## config.mk

```make
export PLATFORM = sky130hd
export DESIGN_NAME = transfer_function_lut_interpolator
export DESIGN_NICKNAME = d
export VERILOG_FILES = /design/src/tflut_pkg.sv /design/src/tflut_ram.sv /design/src/tflut_ctrl.sv /design/src/tflut_dp.sv /design/src/transfer_function_lut_interpolator.sv
export SDC_FILE = /design/constraint.sdc
export NUM_CORES = 2
export LEC_CHECK = 0
export BUFFER_PORTS_ARGS = -buffer_cell sky130_fd_sc_hd__buf_2
export CAP_MARGIN = 30
export CORE_MARGIN = 3
export CORE_UTILIZATION = 45
export DETAILED_ROUTE_END_ITERATION = 8
export GPL_TIMING_DRIVEN = 0
export RECOVER_POWER = 25
export SYNTH_ARGS = -nofsm -noshare
export SYNTH_HDL_FRONTEND = slang
export SYNTH_SLANG_ARGS = --single-unit
```

## constraint.sdc

```tcl
create_clock -name i_clk -period 12.2 [get_ports i_clk]
set_clock_uncertainty 0.05 [all_clocks]
set_input_delay 1.22 -clock i_clk [delete_from_list [all_inputs] [get_ports i_clk]]
set_output_delay 1.22 -clock i_clk [all_outputs]
set_load 0.05 [all_outputs]
```

## src/tflut_pkg.sv

```systemverilog
`timescale 1ns / 1ps
// Package for the transfer-function interpolator: widths, request codes,
// controller states and the command and status words between the modules.
// It depends on nothing else.
package tflut_pkg;

    localparam int MAX_POINTS_DEF = 16;
    localparam int TABLE_ENTRIES  = 256;
    localparam int ONE_Q16        = 65536;
    localparam int FRAC_W         = 16;
    localparam int POS_W          = 17;
    localparam int VAL_W          = 16;
    localparam int PIU_W          = 5;
    localparam int PIU_RESET      = 2;
    localparam int IDX_W          = 4;
    localparam int ENTRY_W        = 8;
    localparam int NUM_CH         = 4;
    localparam int CH_W           = 2;
    localparam int Q_W            = 34;
    localparam int DIV_BITS       = 2;
    localparam int DIV_STEPS      = Q_W / DIV_BITS;
    localparam int DC_W           = $clog2(DIV_STEPS);
    localparam int ENTRY_SHIFT    = $clog2(ONE_Q16 / TABLE_ENTRIES);

    localparam logic REQ_WRITE  = 1'b0;
    localparam logic REQ_LOOKUP = 1'b1;

    typedef enum logic [2:0] {
        S_IDLE,
        S_SRCH,
        S_DIV,
        S_MUL,
        S_ACC,
        S_OUT
    } t_state;

    typedef struct packed {
        logic start;
        logic wr_point;
        logic srch;
        logic div;
        logic mul;
        logic acc;
        logic out_load;
    } t_cmd;

    typedef struct packed {
        logic seg_found;
        logic div_last;
        logic ch_last;
        logic out_free;
    } t_sts;

endpackage

```

## src/tflut_ram.sv

```systemverilog
`timescale 1ns / 1ps
// Generic single-write, single-read RAM with a registered read port.
// It depends on nothing else.
module tflut_ram #(
    parameter int WIDTH = 32,
    parameter int DEPTH = 16
) (
    input  logic                     i_clk,
    input  logic                     i_we,
    input  logic [$clog2(DEPTH)-1:0] i_waddr,
    input  logic [WIDTH-1:0]         i_wdata,
    input  logic [$clog2(DEPTH)-1:0] i_raddr,
    output logic [WIDTH-1:0]         o_rdata
);

    logic [WIDTH-1:0] r_mem [DEPTH];
    logic [WIDTH-1:0] r_rdata;

    always_ff @(posedge i_clk) begin
        if (i_we) begin
            r_mem[i_waddr] <= i_wdata;
        end
        r_rdata <= r_mem[i_raddr];
    end

    assign o_rdata = r_rdata;

endmodule

```

## src/tflut_ctrl.sv

```systemverilog
`timescale 1ns / 1ps
// Controller state machine: sequences search, division, interpolation and
// output hand-over. It depends on tflut_pkg.
module tflut_ctrl (
    input  logic            i_clk,
    input  logic            i_rst_n,
    input  logic            i_in_valid,
    input  logic            i_req_type,
    output logic            o_in_ready,
    input  tflut_pkg::t_sts i_sts,
    output tflut_pkg::t_cmd o_cmd
);

    import tflut_pkg::*;

    t_state r_state;
    t_state n_state;

    always_ff @(posedge i_clk) begin
        if (!i_rst_n) begin
            r_state <= S_IDLE;
        end else begin
            r_state <= n_state;
        end
    end

    always_comb begin
        n_state    = r_state;
        o_cmd      = '0;
        o_in_ready = 1'b0;
        unique case (r_state)
            S_IDLE: begin
                o_in_ready = 1'b1;
                if (i_in_valid) begin
                    if (i_req_type == REQ_LOOKUP) begin
                        o_cmd.start = 1'b1;
                        n_state     = S_SRCH;
                    end else begin
                        o_cmd.wr_point = 1'b1;
                    end
                end
            end
            S_SRCH: begin
                o_cmd.srch = 1'b1;
                if (i_sts.seg_found) begin
                    n_state = S_DIV;
                end
            end
            S_DIV: begin
                o_cmd.div = 1'b1;
                if (i_sts.div_last) begin
                    n_state = S_MUL;
                end
            end
            S_MUL: begin
                o_cmd.mul = 1'b1;
                n_state   = S_ACC;
            end
            S_ACC: begin
                o_cmd.acc = 1'b1;
                n_state   = i_sts.ch_last ? S_OUT : S_MUL;
            end
            S_OUT: begin
                if (i_sts.out_free) begin
                    o_cmd.out_load = 1'b1;
                    n_state        = S_IDLE;
                end
            end
            default: begin
                n_state = S_IDLE;
            end
        endcase
    end

endmodule

```

## src/tflut_dp.sv

```systemverilog
`timescale 1ns / 1ps
// Datapath: point stores, segment search, radix-4 divider, shared multiplier
// with clamping, and the output register. It depends on tflut_pkg and tflut_ram.
module tflut_dp #(
    parameter int MAX_POINTS = tflut_pkg::MAX_POINTS_DEF
) (
    input  logic                          i_clk,
    input  logic                          i_rst_n,
    input  tflut_pkg::t_cmd               i_cmd,
    output tflut_pkg::t_sts               o_sts,
    input  logic                          i_cfg_valid,
    output logic                          o_cfg_ready,
    input  logic [tflut_pkg::PIU_W-1:0]   i_cfg_data,
    input  logic [tflut_pkg::IDX_W-1:0]   i_point_index,
    input  logic [tflut_pkg::POS_W-1:0]   i_point_pos,
    input  logic [tflut_pkg::VAL_W-1:0]   i_point_alpha,
    input  logic [tflut_pkg::VAL_W-1:0]   i_point_red,
    input  logic [tflut_pkg::VAL_W-1:0]   i_point_green,
    input  logic [tflut_pkg::VAL_W-1:0]   i_point_blue,
    input  logic [tflut_pkg::ENTRY_W-1:0] i_entry_index,
    output logic                          o_out_valid,
    input  logic                          i_out_ready,
    output logic [tflut_pkg::VAL_W-1:0]   o_out_red,
    output logic [tflut_pkg::VAL_W-1:0]   o_out_green,
    output logic [tflut_pkg::VAL_W-1:0]   o_out_blue,
    output logic [tflut_pkg::VAL_W-1:0]   o_out_alpha,
    output logic                          o_zero_width
);

    import tflut_pkg::*;

    localparam int AW      = $clog2(MAX_POINTS);
    localparam int NW      = $clog2(MAX_POINTS + 1);
    localparam int PA_W    = POS_W + VAL_W;
    localparam int COL_W   = 3 * VAL_W;
    localparam int REM_W   = POS_W + 1;
    localparam int PROD_W  = Q_W + VAL_W;
    localparam int ACC_W   = Q_W + 2;

    // Configuration register.
    logic [PIU_W-1:0] r_piu;
    logic [NW-1:0]    w_n;

    assign o_cfg_ready = 1'b1;

    always_comb begin
        if (int'(r_piu) < 2) begin
            w_n = NW'(2);
        end else if (int'(r_piu) > MAX_POINTS) begin
            w_n = NW'(MAX_POINTS);
        end else begin
            w_n = NW'(r_piu);
        end
    end

    // Point stores.
    logic              w_we;
    logic [AW-1:0]     w_waddr;
    logic [AW-1:0]     w_raddr;
    logic [POS_W-1:0]  w_pos_sat;
    logic [PA_W-1:0]   w_pa_rdata;
    logic [COL_W-1:0]  w_col_rdata;
    logic [AW-1:0]     r_addr_lo;
    logic [NW-1:0]     r_addr;

    assign w_we      = i_cmd.wr_point && (int'(i_point_index) < MAX_POINTS);
    assign w_waddr   = AW'(i_point_index);
    assign w_pos_sat = (i_point_pos > POS_W'(ONE_Q16)) ? POS_W'(ONE_Q16) : i_point_pos;
    assign r_addr_lo = r_addr[AW-1:0];
    assign w_raddr   = i_cmd.start ? '0 : r_addr_lo;

    tflut_ram #(
        .WIDTH (PA_W),
        .DEPTH (MAX_POINTS)
    ) u_pa_ram (
        .i_clk   (i_clk),
        .i_we    (w_we),
        .i_waddr (w_waddr),
        .i_wdata ({w_pos_sat, i_point_alpha}),
        .i_raddr (w_raddr),
        .o_rdata (w_pa_rdata)
    );

    tflut_ram #(
        .WIDTH (COL_W),
        .DEPTH (MAX_POINTS)
    ) u_col_ram (
        .i_clk   (i_clk),
        .i_we    (w_we),
        .i_waddr (w_waddr),
        .i_wdata ({i_point_red, i_point_green, i_point_blue}),
        .i_raddr (w_raddr),
        .o_rdata (w_col_rdata)
    );

    // Sample position.
    logic [ENTRY_W-1:0] w_entry;
    logic [POS_W-1:0]   w_x;

    assign w_entry = (int'(i_entry_index) >= TABLE_ENTRIES) ?
                     ENTRY_W'(TABLE_ENTRIES - 1) : i_entry_index;
    assign w_x     = POS_W'(w_entry) << ENTRY_SHIFT;

    // Segment search.
    logic [POS_W-1:0]       r_x;
    logic [POS_W-1:0]       r_prev_pos;
    logic [VAL_W-1:0]       r_prev_val [NUM_CH];
    logic [VAL_W-1:0]       w_rd_val   [NUM_CH];
    logic [POS_W-1:0]       w_rd_pos;
    logic                   w_first;
    logic                   w_found;
    logic signed [POS_W:0]  w_num_s;
    logic signed [POS_W:0]  w_den_s;
    logic [POS_W-1:0]       w_num_mag;
    logic [POS_W-1:0]       w_den_mag;

    assign w_rd_pos    = w_pa_rdata[PA_W-1 -: POS_W];
    assign w_rd_val[0] = w_col_rdata[COL_W-1 -: VAL_W];
    assign w_rd_val[1] = w_col_rdata[2*VAL_W-1 -: VAL_W];
    assign w_rd_val[2] = w_col_rdata[VAL_W-1:0];
    assign w_rd_val[3] = w_pa_rdata[VAL_W-1:0];

    assign w_first = (r_addr == NW'(1));
    assign w_found = !w_first && ((w_rd_pos >= r_x) || (r_addr == w_n));

    assign w_num_s   = $signed({1'b0, r_x}) - $signed({1'b0, r_prev_pos});
    assign w_den_s   = $signed({1'b0, w_rd_pos}) - $signed({1'b0, r_prev_pos});
    assign w_num_mag = w_num_s[POS_W] ? POS_W'(-w_num_s) : POS_W'(w_num_s);
    assign w_den_mag = w_den_s[POS_W] ? POS_W'(-w_den_s) : POS_W'(w_den_s);

    // Divider, two quotient bits a cycle.
    logic [REM_W-1:0] r_rem;
    logic [REM_W-1:0] n_rem;
    logic [Q_W-1:0]   r_dvd;
    logic [Q_W-1:0]   n_dvd;
    logic [Q_W-1:0]   r_quo;
    logic [Q_W-1:0]   n_quo;
    logic [POS_W-1:0] r_dmag;
    logic             r_neg;
    logic             r_zw;
    logic [DC_W-1:0]  r_dcnt;

    always_comb begin
        logic [REM_W-1:0] v_trial;
        n_rem = r_rem;
        n_dvd = r_dvd;
        n_quo = r_quo;
        for (int i = 0; i < DIV_BITS; i++) begin
            v_trial = {n_rem[REM_W-2:0], n_dvd[Q_W-1]};
            n_dvd   = {n_dvd[Q_W-2:0], 1'b0};
            if (v_trial >= {1'b0, r_dmag}) begin
                n_rem = v_trial - {1'b0, r_dmag};
                n_quo = {n_quo[Q_W-2:0], 1'b1};
            end else begin
                n_rem = v_trial;
                n_quo = {n_quo[Q_W-2:0], 1'b0};
            end
        end
    end

    // Interpolation, one channel at a time through a shared multiplier.
    logic [VAL_W-1:0]        r_lv [NUM_CH];
    logic [VAL_W-1:0]        r_rv [NUM_CH];
    logic [VAL_W-1:0]        r_res [NUM_CH];
    logic [CH_W-1:0]         r_ch;
    logic [VAL_W-1:0]        w_v0;
    logic [VAL_W-1:0]        w_v1;
    logic signed [VAL_W:0]   w_diff;
    logic [VAL_W-1:0]        w_dmag;
    logic [Q_W-1:0]          w_tmag;
    logic [PROD_W-1:0]       w_prod;
    logic [PROD_W-1:0]       r_prod;
    logic                    r_psign;
    logic [Q_W-1:0]          w_mag;
    logic signed [ACC_W-1:0] w_term;
    logic signed [ACC_W-1:0] w_sum;
    logic [VAL_W-1:0]        w_clamp;

    assign w_v0   = r_lv[r_ch];
    assign w_v1   = r_rv[r_ch];
    assign w_diff = $signed({1'b0, w_v1}) - $signed({1'b0, w_v0});
    assign w_dmag = w_diff[VAL_W] ? VAL_W'(-w_diff) : VAL_W'(w_diff);
    assign w_tmag = r_zw ? '0 : r_quo;
    assign w_prod = PROD_W'(w_tmag) * PROD_W'(w_dmag);

    assign w_mag  = r_prod[PROD_W-1:FRAC_W];
    assign w_term = r_psign ? -$signed({2'b00, w_mag}) : $signed({2'b00, w_mag});
    assign w_sum  = w_term + $signed(ACC_W'(w_v0));

    always_comb begin
        if (w_sum[ACC_W-1]) begin
            w_clamp = '0;
        end else if (|w_sum[ACC_W-2:VAL_W]) begin
            w_clamp = '1;
        end else begin
            w_clamp = w_sum[VAL_W-1:0];
        end
    end

    // Output register.
    logic             r_out_valid;
    logic [VAL_W-1:0] r_out_red;
    logic [VAL_W-1:0] r_out_green;
    logic [VAL_W-1:0] r_out_blue;
    logic [VAL_W-1:0] r_out_alpha;
    logic             r_out_zw;

    assign o_sts.seg_found = i_cmd.srch && w_found;
    assign o_sts.div_last  = (r_dcnt == DC_W'(DIV_STEPS - 1));
    assign o_sts.ch_last   = (r_ch == CH_W'(NUM_CH - 1));
    assign o_sts.out_free  = !r_out_valid || i_out_ready;

    always_ff @(posedge i_clk) begin
        if (!i_rst_n) begin
            r_piu       <= PIU_W'(PIU_RESET);
            r_addr      <= '0;
            r_dcnt      <= '0;
            r_ch        <= '0;
            r_out_valid <= 1'b0;
        end else begin
            if (i_cfg_valid) begin
                r_piu <= i_cfg_data;
            end
            if (i_cmd.start) begin
                r_addr <= NW'(1);
                r_ch   <= '0;
            end else if (i_cmd.srch && !w_found) begin
                r_addr <= r_addr + NW'(1);
            end
            if (i_cmd.srch && w_found) begin
                r_dcnt <= '0;
            end else if (i_cmd.div) begin
                r_dcnt <= r_dcnt + DC_W'(1);
            end
            if (i_cmd.acc) begin
                r_ch <= r_ch + CH_W'(1);
            end
            if (i_cmd.out_load) begin
                r_out_valid <= 1'b1;
            end else if (i_out_ready) begin
                r_out_valid <= 1'b0;
            end
        end
    end

    always_ff @(posedge i_clk) begin
        if (i_cmd.start) begin
            r_x <= w_x;
        end
        if (i_cmd.srch) begin
            if (w_found) begin
                for (int c = 0; c < NUM_CH; c++) begin
                    r_lv[c] <= r_prev_val[c];
                    r_rv[c] <= w_rd_val[c];
                end
                r_dvd  <= Q_W'({w_num_mag, {FRAC_W{1'b0}}});
                r_dmag <= w_den_mag;
                r_rem  <= '0;
                r_quo  <= '0;
                r_neg  <= w_num_s[POS_W] ^ w_den_s[POS_W];
                r_zw   <= (w_den_s == '0);
            end else begin
                r_prev_pos <= w_rd_pos;
                for (int c = 0; c < NUM_CH; c++) begin
                    r_prev_val[c] <= w_rd_val[c];
                end
            end
        end
        if (i_cmd.div) begin
            r_rem <= n_rem;
            r_dvd <= n_dvd;
            r_quo <= n_quo;
        end
        if (i_cmd.mul) begin
            r_prod  <= w_prod;
            r_psign <= r_neg ^ w_diff[VAL_W];
        end
        if (i_cmd.acc) begin
            r_res[r_ch] <= w_clamp;
        end
        if (i_cmd.out_load) begin
            r_out_red   <= r_res[0];
            r_out_green <= r_res[1];
            r_out_blue  <= r_res[2];
            r_out_alpha <= r_res[3];
            r_out_zw    <= r_zw;
        end
    end

    assign o_out_valid  = r_out_valid;
    assign o_out_red    = r_out_red;
    assign o_out_green  = r_out_green;
    assign o_out_blue   = r_out_blue;
    assign o_out_alpha  = r_out_alpha;
    assign o_zero_width = r_out_zw;

    a_srch_addr: assert property (@(posedge i_clk) disable iff (!i_rst_n)
        i_cmd.srch |-> (r_addr != '0) && (r_addr <= w_n))
        else $error("Search address outside the points in use.");

    a_div_ch: assert property (@(posedge i_clk) disable iff (!i_rst_n)
        i_cmd.div |-> (r_ch == '0))
        else $error("Channel counter not cleared before division.");

    a_zw_prod: assert property (@(posedge i_clk) disable iff (!i_rst_n)
        (i_cmd.mul && r_zw) |=> (r_prod == '0))
        else $error("Zero-width segment gave a non-zero product.");

    a_out_load: assert property (@(posedge i_clk) disable iff (!i_rst_n)
        i_cmd.out_load |-> (!r_out_valid || i_out_ready))
        else $error("Output word overwritten before it was taken.");

endmodule

```

## src/transfer_function_lut_interpolator.sv

```systemverilog
`timescale 1ns / 1ps
// Piecewise-linear transfer-function lookup; top level over tflut_ctrl and tflut_dp.
// A point write gives no word. A lookup of a position in segment k searches the points,
// one point per cycle over the store read port, then runs the divider and interpolates
// each channel in turn through the multiply and accumulate states; the next request can be
// accepted in the cycle after the result word is loaded.
// Reset clears the controller and sets points_in_use to 2; the point stores are not cleared.
module transfer_function_lut_interpolator #(
    parameter int MAX_POINTS = tflut_pkg::MAX_POINTS_DEF
) (
    input  logic                          i_clk,
    input  logic                          i_rst_n,
    input  logic                          i_in_valid,
    output logic                          o_in_ready,
    input  logic                          i_req_type,
    input  logic [tflut_pkg::IDX_W-1:0]   i_point_index,
    input  logic [tflut_pkg::POS_W-1:0]   i_point_pos,
    input  logic [tflut_pkg::VAL_W-1:0]   i_point_alpha,
    input  logic [tflut_pkg::VAL_W-1:0]   i_point_red,
    input  logic [tflut_pkg::VAL_W-1:0]   i_point_green,
    input  logic [tflut_pkg::VAL_W-1:0]   i_point_blue,
    input  logic [tflut_pkg::ENTRY_W-1:0] i_entry_index,
    output logic                          o_out_valid,
    input  logic                          i_out_ready,
    output logic [tflut_pkg::VAL_W-1:0]   o_out_red,
    output logic [tflut_pkg::VAL_W-1:0]   o_out_green,
    output logic [tflut_pkg::VAL_W-1:0]   o_out_blue,
    output logic [tflut_pkg::VAL_W-1:0]   o_out_alpha,
    output logic                          o_zero_width,
    input  logic                          i_cfg_valid,
    output logic                          o_cfg_ready,
    input  logic [tflut_pkg::PIU_W-1:0]   i_cfg_data
);

    import tflut_pkg::*;

    t_cmd w_cmd;
    t_sts w_sts;

    tflut_ctrl u_ctrl (
        .i_clk      (i_clk),
        .i_rst_n    (i_rst_n),
        .i_in_valid (i_in_valid),
        .i_req_type (i_req_type),
        .o_in_ready (o_in_ready),
        .i_sts      (w_sts),
        .o_cmd      (w_cmd)
    );

    tflut_dp #(
        .MAX_POINTS (MAX_POINTS)
    ) u_dp (
        .i_clk         (i_clk),
        .i_rst_n       (i_rst_n),
        .i_cmd         (w_cmd),
        .o_sts         (w_sts),
        .i_cfg_valid   (i_cfg_valid),
        .o_cfg_ready   (o_cfg_ready),
        .i_cfg_data    (i_cfg_data),
        .i_point_index (i_point_index),
        .i_point_pos   (i_point_pos),
        .i_point_alpha (i_point_alpha),
        .i_point_red   (i_point_red),
        .i_point_green (i_point_green),
        .i_point_blue  (i_point_blue),
        .i_entry_index (i_entry_index),
        .o_out_valid   (o_out_valid),
        .i_out_ready   (i_out_ready),
        .o_out_red     (o_out_red),
        .o_out_green   (o_out_green),
        .o_out_blue    (o_out_blue),
        .o_out_alpha   (o_out_alpha),
        .o_zero_width  (o_zero_width)
    );

endmodule
```

==> metrics.txt <==
Placed Area=0.102 mm²; ranking of synthesized cells by area=edfxtp_1, fa_1, a211oi_1; First-pass DRT Iterations=6; GPL Wtd Cong=0.932; FILL cells=18000; Clock Root Buffer=clkbuf_16; Port Buffers=169; multi-input logic area=0.0362 mm²; Layout Cells excl Fill=11400; largest net degree at the start of global routing=81; most frequent cells in the layout=edfxtp_1, nand2_1, nor2_1; wire length on met2=131000 µm; number of setup violations in the final report=0; core box area=0.210 mm²; Post-synth EDFFs=roughly 1800; Synth Register Bits=between 1500 and 2000; synth warn=0; startpoint class of the critical path=flop; Die Y=between 400 and 500 µm; final wirelength=approximately 280000 µm; GRT Resource Usage Total=between 20% and 30%; shortest period the worst path allows=about 12 ns; post-synthesis sequential area ratio=around 58%; fraction of layout cells with a size suffix above 1=roughly 7.9%; CP max stage delay=roughly 0.63 ns; HP Class=flop to flop; CTS H-tree lvls=4; most frequent CP cell=fa_1; Mapped Cells=between 7000 and 8000; synth unique cells=a little under 100; die area=~0.22 mm²; Top Layer Used=met5; Area growth syn-to-layout=13.4%; placed cell count=around 11000; DP Wirelength=just over 200000 µm; top cell type's share of synthesized area=55.7%; drt via density=about 5.6; Hold Fails Final Rpt=0; Initial Util=45.3%; Syn Area/Cell=roughly 12 µm²; Reg area=about 0.055 mm²; Cell Rows=~170; CTS buffer count=186; WL met1=roughly 110000 µm; io pins=about 170; MaxCap Viol Count=0; syn_nets=just under 9000; CTS tree=yes; Setup CP Type=flop to flop; Crit-path slowest cell=clkbuf_1; first-pass GRT wire length=just over 400000 µm; routed len/inst=around 24 µm; RSZ-0062 raised after global routing=false; antenna viol nets, final=0; DRT iter0 DRCs=about 6500; Rel. slew slack=a little under a third; die width=466 µm; Synth async-reset ratio=0%; Slew @ Worst Pin=roughly 1.0 ns; initial antenna violation count=33; biggest area consumer among synthesized cells=edfxtp_1; vias in the first global route=about 64000; drt drc=0; CTS clk-pin slew, worst paths=0.06 ns; Final Cell Area=roughly 0.11 mm²; WP data arrival=between 10 and 15 ns; Critical Path Fanout Max=10; Clock Latency Late Sink=just over 0.8 ns; mapped cell area=about 0.095 mm²; GRT overflow=0; via count=64200; worst path required time=12.71 ns; Main synth FF type=edfxtp_1; status=finished, final reports clean; most common cell after layout, fill and taps aside=edfxtp_1; worst-case clock buffer depth=3; post-layout util=51.4%; fmax=roughly 0.087 GHz; fin. max-slew vios=0; clock sinks=between 1500 and 2000; period utilization=roughly 95%; DR WL met3=between 20000 and 25000 µm; nets@finish=just over 9000; CP endpoint kind=flop
[path summary, 6_finish.rpt]
check / to / start / slack [ns] / depth (start not counted)
min: u_dp.r_lv[1][4]$_DFFE_PP_ / u_dp.r_prev_val[1][4]$_DFFE_PP_ / 0.35 / 0
max reg2reg: u_dp.r_prod[35]$_DFFE_PP_ / flop / 0.64 / 36
max: u_dp.r_prod[35]$_DFFE_PP_ / flop / 0.64 / 36
min reg2reg: u_dp.r_lv[1][4]$_DFFE_PP_ / u_dp.r_prev_val[1][4]$_DFFE_PP_ / 0.35 / 0
[cells by family (layout without fill, tap and decap cells)]
| family | Yosys count | in the layout | share of synthesized area [%] |
|---|---|---|---|
| muxes | 54 | 54 | 0.991 |
| adders and majority gates | 680 | 680 | 12.5 |
| xor gates and xnor gates | 191 | 191 | 1.78 |
| AOI/OAI and AO/OA | 1414 | 1414 | 9.66 |
| buffers and inverters | 1113 | 1770 | 4.42 |
| DFF | 1869 | 1869 | 57.9 |
| other | 1 | 16 | 0.00394 |
| and+or+nand+nor | 2566 | 2566 | 12.8 |
[metrics by stage]
| stage | hold WS, ns | setup TNS, ns | worst slack, ns |
|---|---|---|---|
| after global placement | 0.351 | -531.87 | -2.16 |
| after global routing | 0.360 | 0 | 0.0247 |
| after detailed placement | 0.355 | -2.88 | -0.422 |
| after floorplan | 0.350 | 0 | 2.03 |
| final | 0.345 | 0 | 0.640 |
| after CTS | 0.350 | 0 | 0.161 |
[critical path: cells and delay by family (launching register included)]
family / cells / cell delay [ns]
AO/OA/AOI/OAI: 13 / 3.54
XOR/XNOR: 3 / 0.94
adder cells (fa/ha/maj): 8 / 3.45
buffers and inverters: 9 / 2.04
flip-flops: 1 / 0.31
multiplexers: 1 / 0.56
AND/OR/NAND/NOR: 2 / 0.38
[synthesized netlist by cell type (all sizes together), types with 186 or more instances]
cell type,number
clkbuf,420
nand2,801
edfxtp,1765
ha,230
and2,207
nor2,781
nor2b,242
a21oi,461
fa,450
a211oi,424
a31oi,186
inv,661
[routing by layer]
layer | GRT usage, % | up-vias
met5 | 0 | -
met4 | 9.24 | 6
met3 | 3.98 | 520
met2 | 41.0 | 2643
met1 | 34.3 | 32000
li1 | - | 29000
[layout make-up]
cell class	instances	share of cell area [%]
clock buffer	243	4.67
multi-input combinational	4906	33.5
clock inverter	104	0.919
sequential	1869	51.0
antenna	15	0.0348
buffer	452	1.62
inverter	661	2.30
timing repair buffer	310	2.66
tap	2805	3.25
[registers in the layout (all words and copies together), names as in the netlist, 34 cells and up, named ones only]
| signal | flops |
|---|---|
| u_dp.r_prev_val | 64 |
| u_dp.r_rv | 64 |
| u_dp.r_res | 64 |
| u_dp.r_prod | 34 |
| u_dp.u_col_ram.r_mem | 768 |
| u_dp.r_lv | 64 |
| u_dp.u_pa_ram.r_mem | 528 |
| u_dp.r_quo | 34 |
| u_dp.u_col_ram.o_rdata | 48 |
[what timing repair did]
action	in CTS	in global routing
gates cloned	0	0
pin swaps	0	0
hold buffers	0	0
buffers inserted	0	0
endpoints found under the setup margin	11	26
gates resized for setup	6	13
Power is left out: the tool's default activity adds up to more than one toggle a clock period on the data nets, which glitch-free logic cannot reach.
